===== config.mk =====
export PLATFORM = sky130hd
export DESIGN_NAME = relay_autotune_oscillation_meter_core
export DESIGN_NICKNAME = d
export VERILOG_FILES = /design/src/rtl/ratom_pkg.sv /design/src/rtl/ratom_track.sv /design/src/rtl/ratom_ema.sv /design/src/rtl/relay_autotune_oscillation_meter_core.sv
export SDC_FILE = /design/constraint.sdc
export NUM_CORES = 2
export LEC_CHECK = 0
export ABC_AREA = 1
export CORE_UTILIZATION = 25
export DETAILED_ROUTE_END_ITERATION = 10
export DONT_BUFFER_PORTS = 1
export SLEW_MARGIN = 20
export SYNTH_ARGS = -nofsm -noshare
export SYNTH_HDL_FRONTEND = slang
export SYNTH_SLANG_ARGS = --single-unit

===== constraint.sdc =====
create_clock -name clk -period 12.9 [get_ports clk]
set_input_delay 0.645 -clock clk [delete_from_list [all_inputs] [get_ports clk]]
set_output_delay 0.645 -clock clk [all_outputs]
set_load 0.01 [all_outputs]

===== src/rtl/ratom_pkg.sv =====
// Shared types and constants for the relay autotune oscillation meter.
package ratom_pkg;

    localparam int POS_W      = 14;
    localparam int TICK_W     = 32;
    localparam int DRIVE_W    = 15;
    localparam int WEIGHT_W   = 16;
    localparam int FRAC_W     = 16;
    localparam int AMP_AVG_W  = POS_W + FRAC_W;
    localparam int PER_AVG_W  = TICK_W + FRAC_W;
    localparam int CFG_IDX_W  = 2;
    localparam int CFG_DATA_W = 16;

    localparam logic [POS_W-1:0] POS_FULL = 14'd10000;

    localparam logic [POS_W-1:0]    THRESHOLD_RST = 14'd6000;
    localparam logic [POS_W-1:0]    AMPLITUDE_RST = 14'd2000;
    localparam logic [WEIGHT_W-1:0] WEIGHT_RST    = 16'd3277;

    localparam logic [CFG_IDX_W-1:0] REG_THRESHOLD = 2'd0;
    localparam logic [CFG_IDX_W-1:0] REG_AMPLITUDE = 2'd1;
    localparam logic [CFG_IDX_W-1:0] REG_WEIGHT    = 2'd2;

    typedef struct packed {
        logic [POS_W-1:0]  position;
        logic [TICK_W-1:0] timestamp;
    } in_item_t;

    typedef struct packed {
        logic signed [DRIVE_W-1:0] drive;
        logic                      cycle_end;
        logic [POS_W-1:0]          avg_amplitude;
        logic [TICK_W-1:0]         avg_period;
    } out_item_t;

    // measurement handed from the tracking stage to the averaging stage
    typedef struct packed {
        logic signed [DRIVE_W-1:0] drive;
        logic                      closed;
        logic [POS_W-1:0]          amplitude;
        logic [TICK_W-1:0]         period;
    } meas_t;

endpackage


===== src/rtl/ratom_track.sv =====
// Relay decision, cycle bound tracking and period/amplitude measurement.
module ratom_track (
    input  logic              clk,
    input  logic              rst_n,
    input  logic              advance,
    input  ratom_pkg::in_item_t item,
    input  logic [13:0]       threshold,
    input  logic [13:0]       amplitude,
    output ratom_pkg::meas_t  meas
);
    import ratom_pkg::*;

    logic              was_above_reg, was_above_next;
    logic [TICK_W-1:0] start_reg, start_next;
    logic [POS_W-1:0]  min_reg, min_next;
    logic [POS_W-1:0]  max_reg, max_next;

    logic [POS_W-1:0]  pos;
    logic [POS_W-1:0]  amp;
    logic [POS_W-1:0]  lo;
    logic [POS_W-1:0]  hi;
    logic              above;
    logic              closed;

    always_comb
    begin
        pos    = (item.position > POS_FULL) ? POS_FULL : item.position;
        amp    = (amplitude > POS_FULL) ? POS_FULL : amplitude;
        above  = pos > threshold;
        closed = !above && was_above_reg;

        meas.closed    = closed;
        meas.period    = item.timestamp - start_reg;
        meas.amplitude = (max_reg >= min_reg) ? (max_reg - min_reg) : '0;
        meas.drive     = above ? -$signed({1'b0, amp}) : $signed({1'b0, amp});

        // crossing sample seeds the new cycle
        lo = closed ? POS_FULL : min_reg;
        hi = closed ? '0 : max_reg;

        was_above_next = above;
        start_next     = closed ? item.timestamp : start_reg;
        min_next       = (pos < lo) ? pos : lo;
        max_next       = (pos > hi) ? pos : hi;
    end

    always_ff @(posedge clk or negedge rst_n)
    begin
        if (!rst_n)
        begin
            was_above_reg <= 1'b0;
            start_reg     <= '0;
            min_reg       <= POS_FULL;
            max_reg       <= '0;
        end
        else if (advance)
        begin
            was_above_reg <= was_above_next;
            start_reg     <= start_next;
            min_reg       <= min_next;
            max_reg       <= max_next;
        end
    end

endmodule


===== src/rtl/ratom_ema.sv =====
// Exponential average update: old + round(w * (meas - old)) in Q.16.
module ratom_ema #(
    parameter int W = 30
) (
    input  logic [W-1:0]    old_avg,
    input  logic [W-17:0]   meas,
    input  logic [15:0]     weight,
    output logic [W-1:0]    new_avg
);
    import ratom_pkg::*;

    logic signed [W:0]    diff;
    logic signed [W+17:0] prod;
    logic signed [W+17:0] rounded;

    always_comb
    begin
        diff    = $signed({1'b0, meas, {FRAC_W{1'b0}}}) - $signed({1'b0, old_avg});
        prod    = $signed({1'b0, weight}) * diff;
        rounded = prod + $signed((W+18)'(32768));
        new_avg = old_avg + W'(rounded >>> FRAC_W);
    end

endmodule


===== src/rtl/relay_autotune_oscillation_meter_core.sv =====
// Relay autotune oscillation meter: relay drive, cycle measurement, averages.
// Path: each input beat passes the input, measure and average registers to the output.
// Throughput: one beat per clock while the output is not stalled; each average update is seen by the next beat.
// Stall on the output holds the full stages; in_stall is derived from it combinationally once all stages are full.
// Reset: config returns to 6000/2000/3277, cycle bounds to 10000/0, averages to 0.
module relay_autotune_oscillation_meter_core (
    input  logic                 clk,
    input  logic                 rst_n,
    input  logic                 in_valid,
    output logic                 in_stall,
    input  ratom_pkg::in_item_t  in_data,
    output logic                 out_valid,
    input  logic                 out_stall,
    output ratom_pkg::out_item_t out_data,
    input  logic                 cfg_valid,
    output logic                 cfg_ready,
    input  logic [1:0]           cfg_index,
    input  logic [15:0]          cfg_data
);
    import ratom_pkg::*;

    logic [POS_W-1:0]    thr_reg;
    logic [POS_W-1:0]    amp_reg;
    logic [WEIGHT_W-1:0] wgt_reg;

    logic     i_v_reg;
    in_item_t i_item_reg;
    logic     m_v_reg;
    meas_t    m_meas_reg;
    logic     o_v_reg;
    out_item_t o_item_reg;

    logic [AMP_AVG_W-1:0] amp_avg_reg, amp_avg_next;
    logic [PER_AVG_W-1:0] per_avg_reg, per_avg_next;
    logic [AMP_AVG_W-1:0] amp_blend;
    logic [PER_AVG_W-1:0] per_blend;

    logic  o_ready, m_ready, i_ready;
    logic  m_load, o_load;
    meas_t meas;

    assign o_ready  = !o_v_reg || !out_stall;
    assign m_ready  = !m_v_reg || o_ready;
    assign i_ready  = !i_v_reg || m_ready;
    assign in_stall = !i_ready;
    assign m_load   = i_v_reg && m_ready;
    assign o_load   = m_v_reg && o_ready;

    assign cfg_ready = 1'b1;
    assign out_valid = o_v_reg;
    assign out_data  = o_item_reg;

    ratom_track u_track (
        .clk       (clk),
        .rst_n     (rst_n),
        .advance   (m_load),
        .item      (i_item_reg),
        .threshold (thr_reg),
        .amplitude (amp_reg),
        .meas      (meas)
    );

    ratom_ema #(.W(AMP_AVG_W)) u_amp_ema (
        .old_avg (amp_avg_reg),
        .meas    (m_meas_reg.amplitude),
        .weight  (wgt_reg),
        .new_avg (amp_blend)
    );

    ratom_ema #(.W(PER_AVG_W)) u_per_ema (
        .old_avg (per_avg_reg),
        .meas    (m_meas_reg.period),
        .weight  (wgt_reg),
        .new_avg (per_blend)
    );

    assign amp_avg_next = m_meas_reg.closed ? amp_blend : amp_avg_reg;
    assign per_avg_next = m_meas_reg.closed ? per_blend : per_avg_reg;

    always_ff @(posedge clk or negedge rst_n)
    begin
        if (!rst_n)
        begin
            thr_reg <= THRESHOLD_RST;
            amp_reg <= AMPLITUDE_RST;
            wgt_reg <= WEIGHT_RST;
        end
        else if (cfg_valid && cfg_ready)
        begin
            unique case (cfg_index)
                REG_THRESHOLD: thr_reg <= cfg_data[POS_W-1:0];
                REG_AMPLITUDE: amp_reg <= cfg_data[POS_W-1:0];
                REG_WEIGHT:    wgt_reg <= cfg_data[WEIGHT_W-1:0];
                default:       ;
            endcase
        end
    end

    always_ff @(posedge clk or negedge rst_n)
    begin
        if (!rst_n)
        begin
            i_v_reg     <= 1'b0;
            m_v_reg     <= 1'b0;
            o_v_reg     <= 1'b0;
            amp_avg_reg <= '0;
            per_avg_reg <= '0;
        end
        else
        begin
            if (i_ready)
                i_v_reg <= in_valid;
            if (m_ready)
                m_v_reg <= i_v_reg;
            if (o_ready)
                o_v_reg <= m_v_reg;
            if (o_load)
            begin
                amp_avg_reg <= amp_avg_next;
                per_avg_reg <= per_avg_next;
            end
        end
    end

    always_ff @(posedge clk)
    begin
        if (i_ready && in_valid)
            i_item_reg <= in_data;
        if (m_load)
            m_meas_reg <= meas;
        if (o_load)
        begin
            o_item_reg.drive         <= m_meas_reg.drive;
            o_item_reg.cycle_end     <= m_meas_reg.closed;
            o_item_reg.avg_amplitude <= amp_avg_next[AMP_AVG_W-1:FRAC_W];
            o_item_reg.avg_period    <= per_avg_next[PER_AVG_W-1:FRAC_W];
        end
    end

endmodule


==> results.toml <==
[synth]
avgSynthCellArea_um2 = 7.970
synth_top_area_cell = "fa_1"
ys.flop_type = "edfxtp_1"
synth_edf_count = 170
synth_common_cells = "2,002 x inv_1, 1,547 x nand2_1, 1,180 x fa_1, 1,007 x nor2_1, 538 x ha_1"
synthMostInstantiatedCell = "inv_1"
syn_inst = 8577
yosysTopAreaCellShare_pct = 34.56
async_reset_ff_share_pct = 52.25
synth_warnings = 0
ys_top_cells_by_area = "fa_1 35%, inv_1 11%, ha_1 9.8%"
synth-seq-cells = 356
synth_fp_nets = 10360
syn_area_um2 = 68360
synth_seq_area_share_pct = 14.32
ys_types = 67

[worst_setup_path]
worstSetupPathType = "reg2reg"
r2r-start = "per_avg_reg[0]"
worstPathRequired_ns = 13.23
cp_slowest_stage_delay_ns = 0.66
critical_path_peak_fanout = 15
slowest_stage = "fa_1"
worstSetupStartpointType = "flip-flop"
r2r_slack_ns = 1.05
rr_endpoint = "out_data[27]"
crit_arrival_ns = 12.18
endpoint_kind = "flip-flop"
ff2ff_path_depth = 41

[grt]
antenna_found_initial = 5
grt-ovfl-total = 0
grt_pass1_vias = 56850
grt_first_pass_wirelength_um = 335200
grt_max_degree = 162
grtUsageTotal_pct = 15.54

[timing]
finalSetupViolCount = 0
finalCriticalPeriod_ns = 11.85
rsz0062_at_grt = "no"
fin_skew_ns = 0.04095
fin_tns_setup_ns = 0
period_share_pct = 91.89
drv_slew = 0
fmax_ghz = 0.08436
hold_violations = 0
max_slew.worst_pin.slew_ns = 1.123
slew_headroom_pct = 24.91

[outcome]
outcome = "finished, final reports clean"

[clock_tree]
htree_levels = 2
clock_path_buffers = 3
cts_tree = "done"
clk_pin_slew_worst_paths_ns = 0.08
clock_latency_ns = 0.62
clock_sinks = 356
root_buffer = "clkbuf_16"
post_cts_buffers = 0
post_cts_resized = 0
cts_buffers = 40

[floorplanning]
fp-row-count = 191
die_w_um = 524.9
start_util_pct = 25.20
dieArea_um2 = 275500
ios = 134
core-area_um2 = 271200
dieHeight_um = 524.9

[route]
drt_iter0_markers = 3965
num_vias = 55070
antenna_left = 0
wl_per_cell_um = 17.70
viasPerCell = 4.558
first_pass_iters = 5
drc = 0
wl_um = 213800

[worst_hold_path]
hold_class = "in2async"

[job]
drv_cap = 0

[cells_and_area]
area_delta_synth_final_pct = 8.257
nFillCells = 29390
final_layout_size_suffix_gt1_share_pct = 4.290
design_area_um2 = 74000
nets = 10270
layoutNonFillerInstCount = 12080

[place]
placed_cells = 12000
io_buffer_count = 0
dpl.hpwl_um = 174000
placed_area_um2 = 72550
routabilityCongestion = 0.9539
==> critical path: cells and delay by family (launching register included) <==
| kind | cells | cell delay (ns) |
|---|---|---|
| flip-flops | 1 | 0.57 |
| AO/OA/AOI/OAI | 11 | 2.51 |
| XOR/XNOR | 2 | 1.08 |
| adder cells (fa/ha/maj) | 9 | 4.06 |
| buffers and inverters | 5 | 0.52 |
| AND/OR/NAND/NOR | 14 | 2.79 |
==> what timing repair did <==
action	in CTS	in global routing
hold buffers	2	1
hold endpoints to repair	161	43
setup endpoints to repair	0	0
==> stage by stage <==
stage / worst slack [ns] / hold slack [ns] / util, %
after global routing: 0.4033 / 0.08359 / 27.28
after global placement: 0.8315 / 0.3668 / 26.74
after floorplan: 4.023 / 0.3494 / -
after CTS: 1.242 / 0.06552 / 27.26
after detailed placement: 1.318 / 0.3653 / 26.75
final: 1.046 / 0.09650 / 27.28
==> cells in the final DEF (no fill, tap or decap), drive strengths merged, types with 3 or more instances in the layout <==
cell      netlist  final
inv          2040   2044
nand2        1558   1558
fa           1180   1180
nor2         1024   1024
ha            538    538
a21oi         376    376
o21ai         375    375
nand3         279    279
edfxtp        170    170
dfrtp         161    161
xor2          124    124
or2            94     94
buf            21     73
xnor2          63     63
a31oi          51     51
clkbuf        193     51
a21o           48     48
nor3           48     48
nand4          34     34
clkinv         22     33
o21bai         32     32
dfstp          25     25
nor4           23     23
o21a           15     15
o211ai         13     13
a21boi         12     12
nand3b         11     11
o31ai           8      8
a211oi          7      7
and3            6      6
o221ai          6      6
a31o            3      3
o311ai          3      3
bufinv          0      3
clkinvlp        0      3
==> logic make-up after synthesis <==
group | synth area share [%]
AOI/OAI and AO/OA | 7.814
xor gates and xnor gates | 2.544
adders and majority gates | 44.41
buffers and inverters | 12.54
DFF | 14.32
muxes | 0.01647
other | 0.005486
and+or+nand+nor | 18.35
==> how the worst max path moves through the flow <==
stage                     cells past startpoint           start  slack (ns)               to
after CTS                                    41  per_avg_reg[0]        1.24     out_data[27]
after floorplan                              49  per_avg_reg[0]        4.02     out_data[27]
after detailed placement                     41  per_avg_reg[0]        1.32     out_data[27]
final                                        41  per_avg_reg[0]        1.05     out_data[27]
after global routing                         44  per_avg_reg[0]        0.40  per_avg_reg[37]
after global placement                       42  per_avg_reg[0]        0.83     out_data[28]
==> cell type report <==
type	count	area, um2	area share (%)
multi-input combinational	5945	50020	67.60
sequential	356	9798	13.24
inverter	2062	7747	10.47
tap	3570	4467	6.036
clock buffer	51	1125	1.520
timing repair buffer	74	623.1	0.8420
clock inverter	21	215.2	0.2908
antenna	1	2.502	0.003382
==> routing by layer <==
| layer | wire (um) | vias up | track usage [%] |
|---|---|---|---|
| li1 | - | 25690 | - |
| met1 | 92240 | 27170 | 20.76 |
| met2 | 98760 | 1889 | 25.62 |
| met3 | 15330 | 309 | 2.347 |
| met4 | 7433 | 4 | 4.978 |
| met5 | 23 | - | 0 |
Power is not shown: default switching activity piles up to over one toggle a cycle in this logic, so the estimate is an artifact.
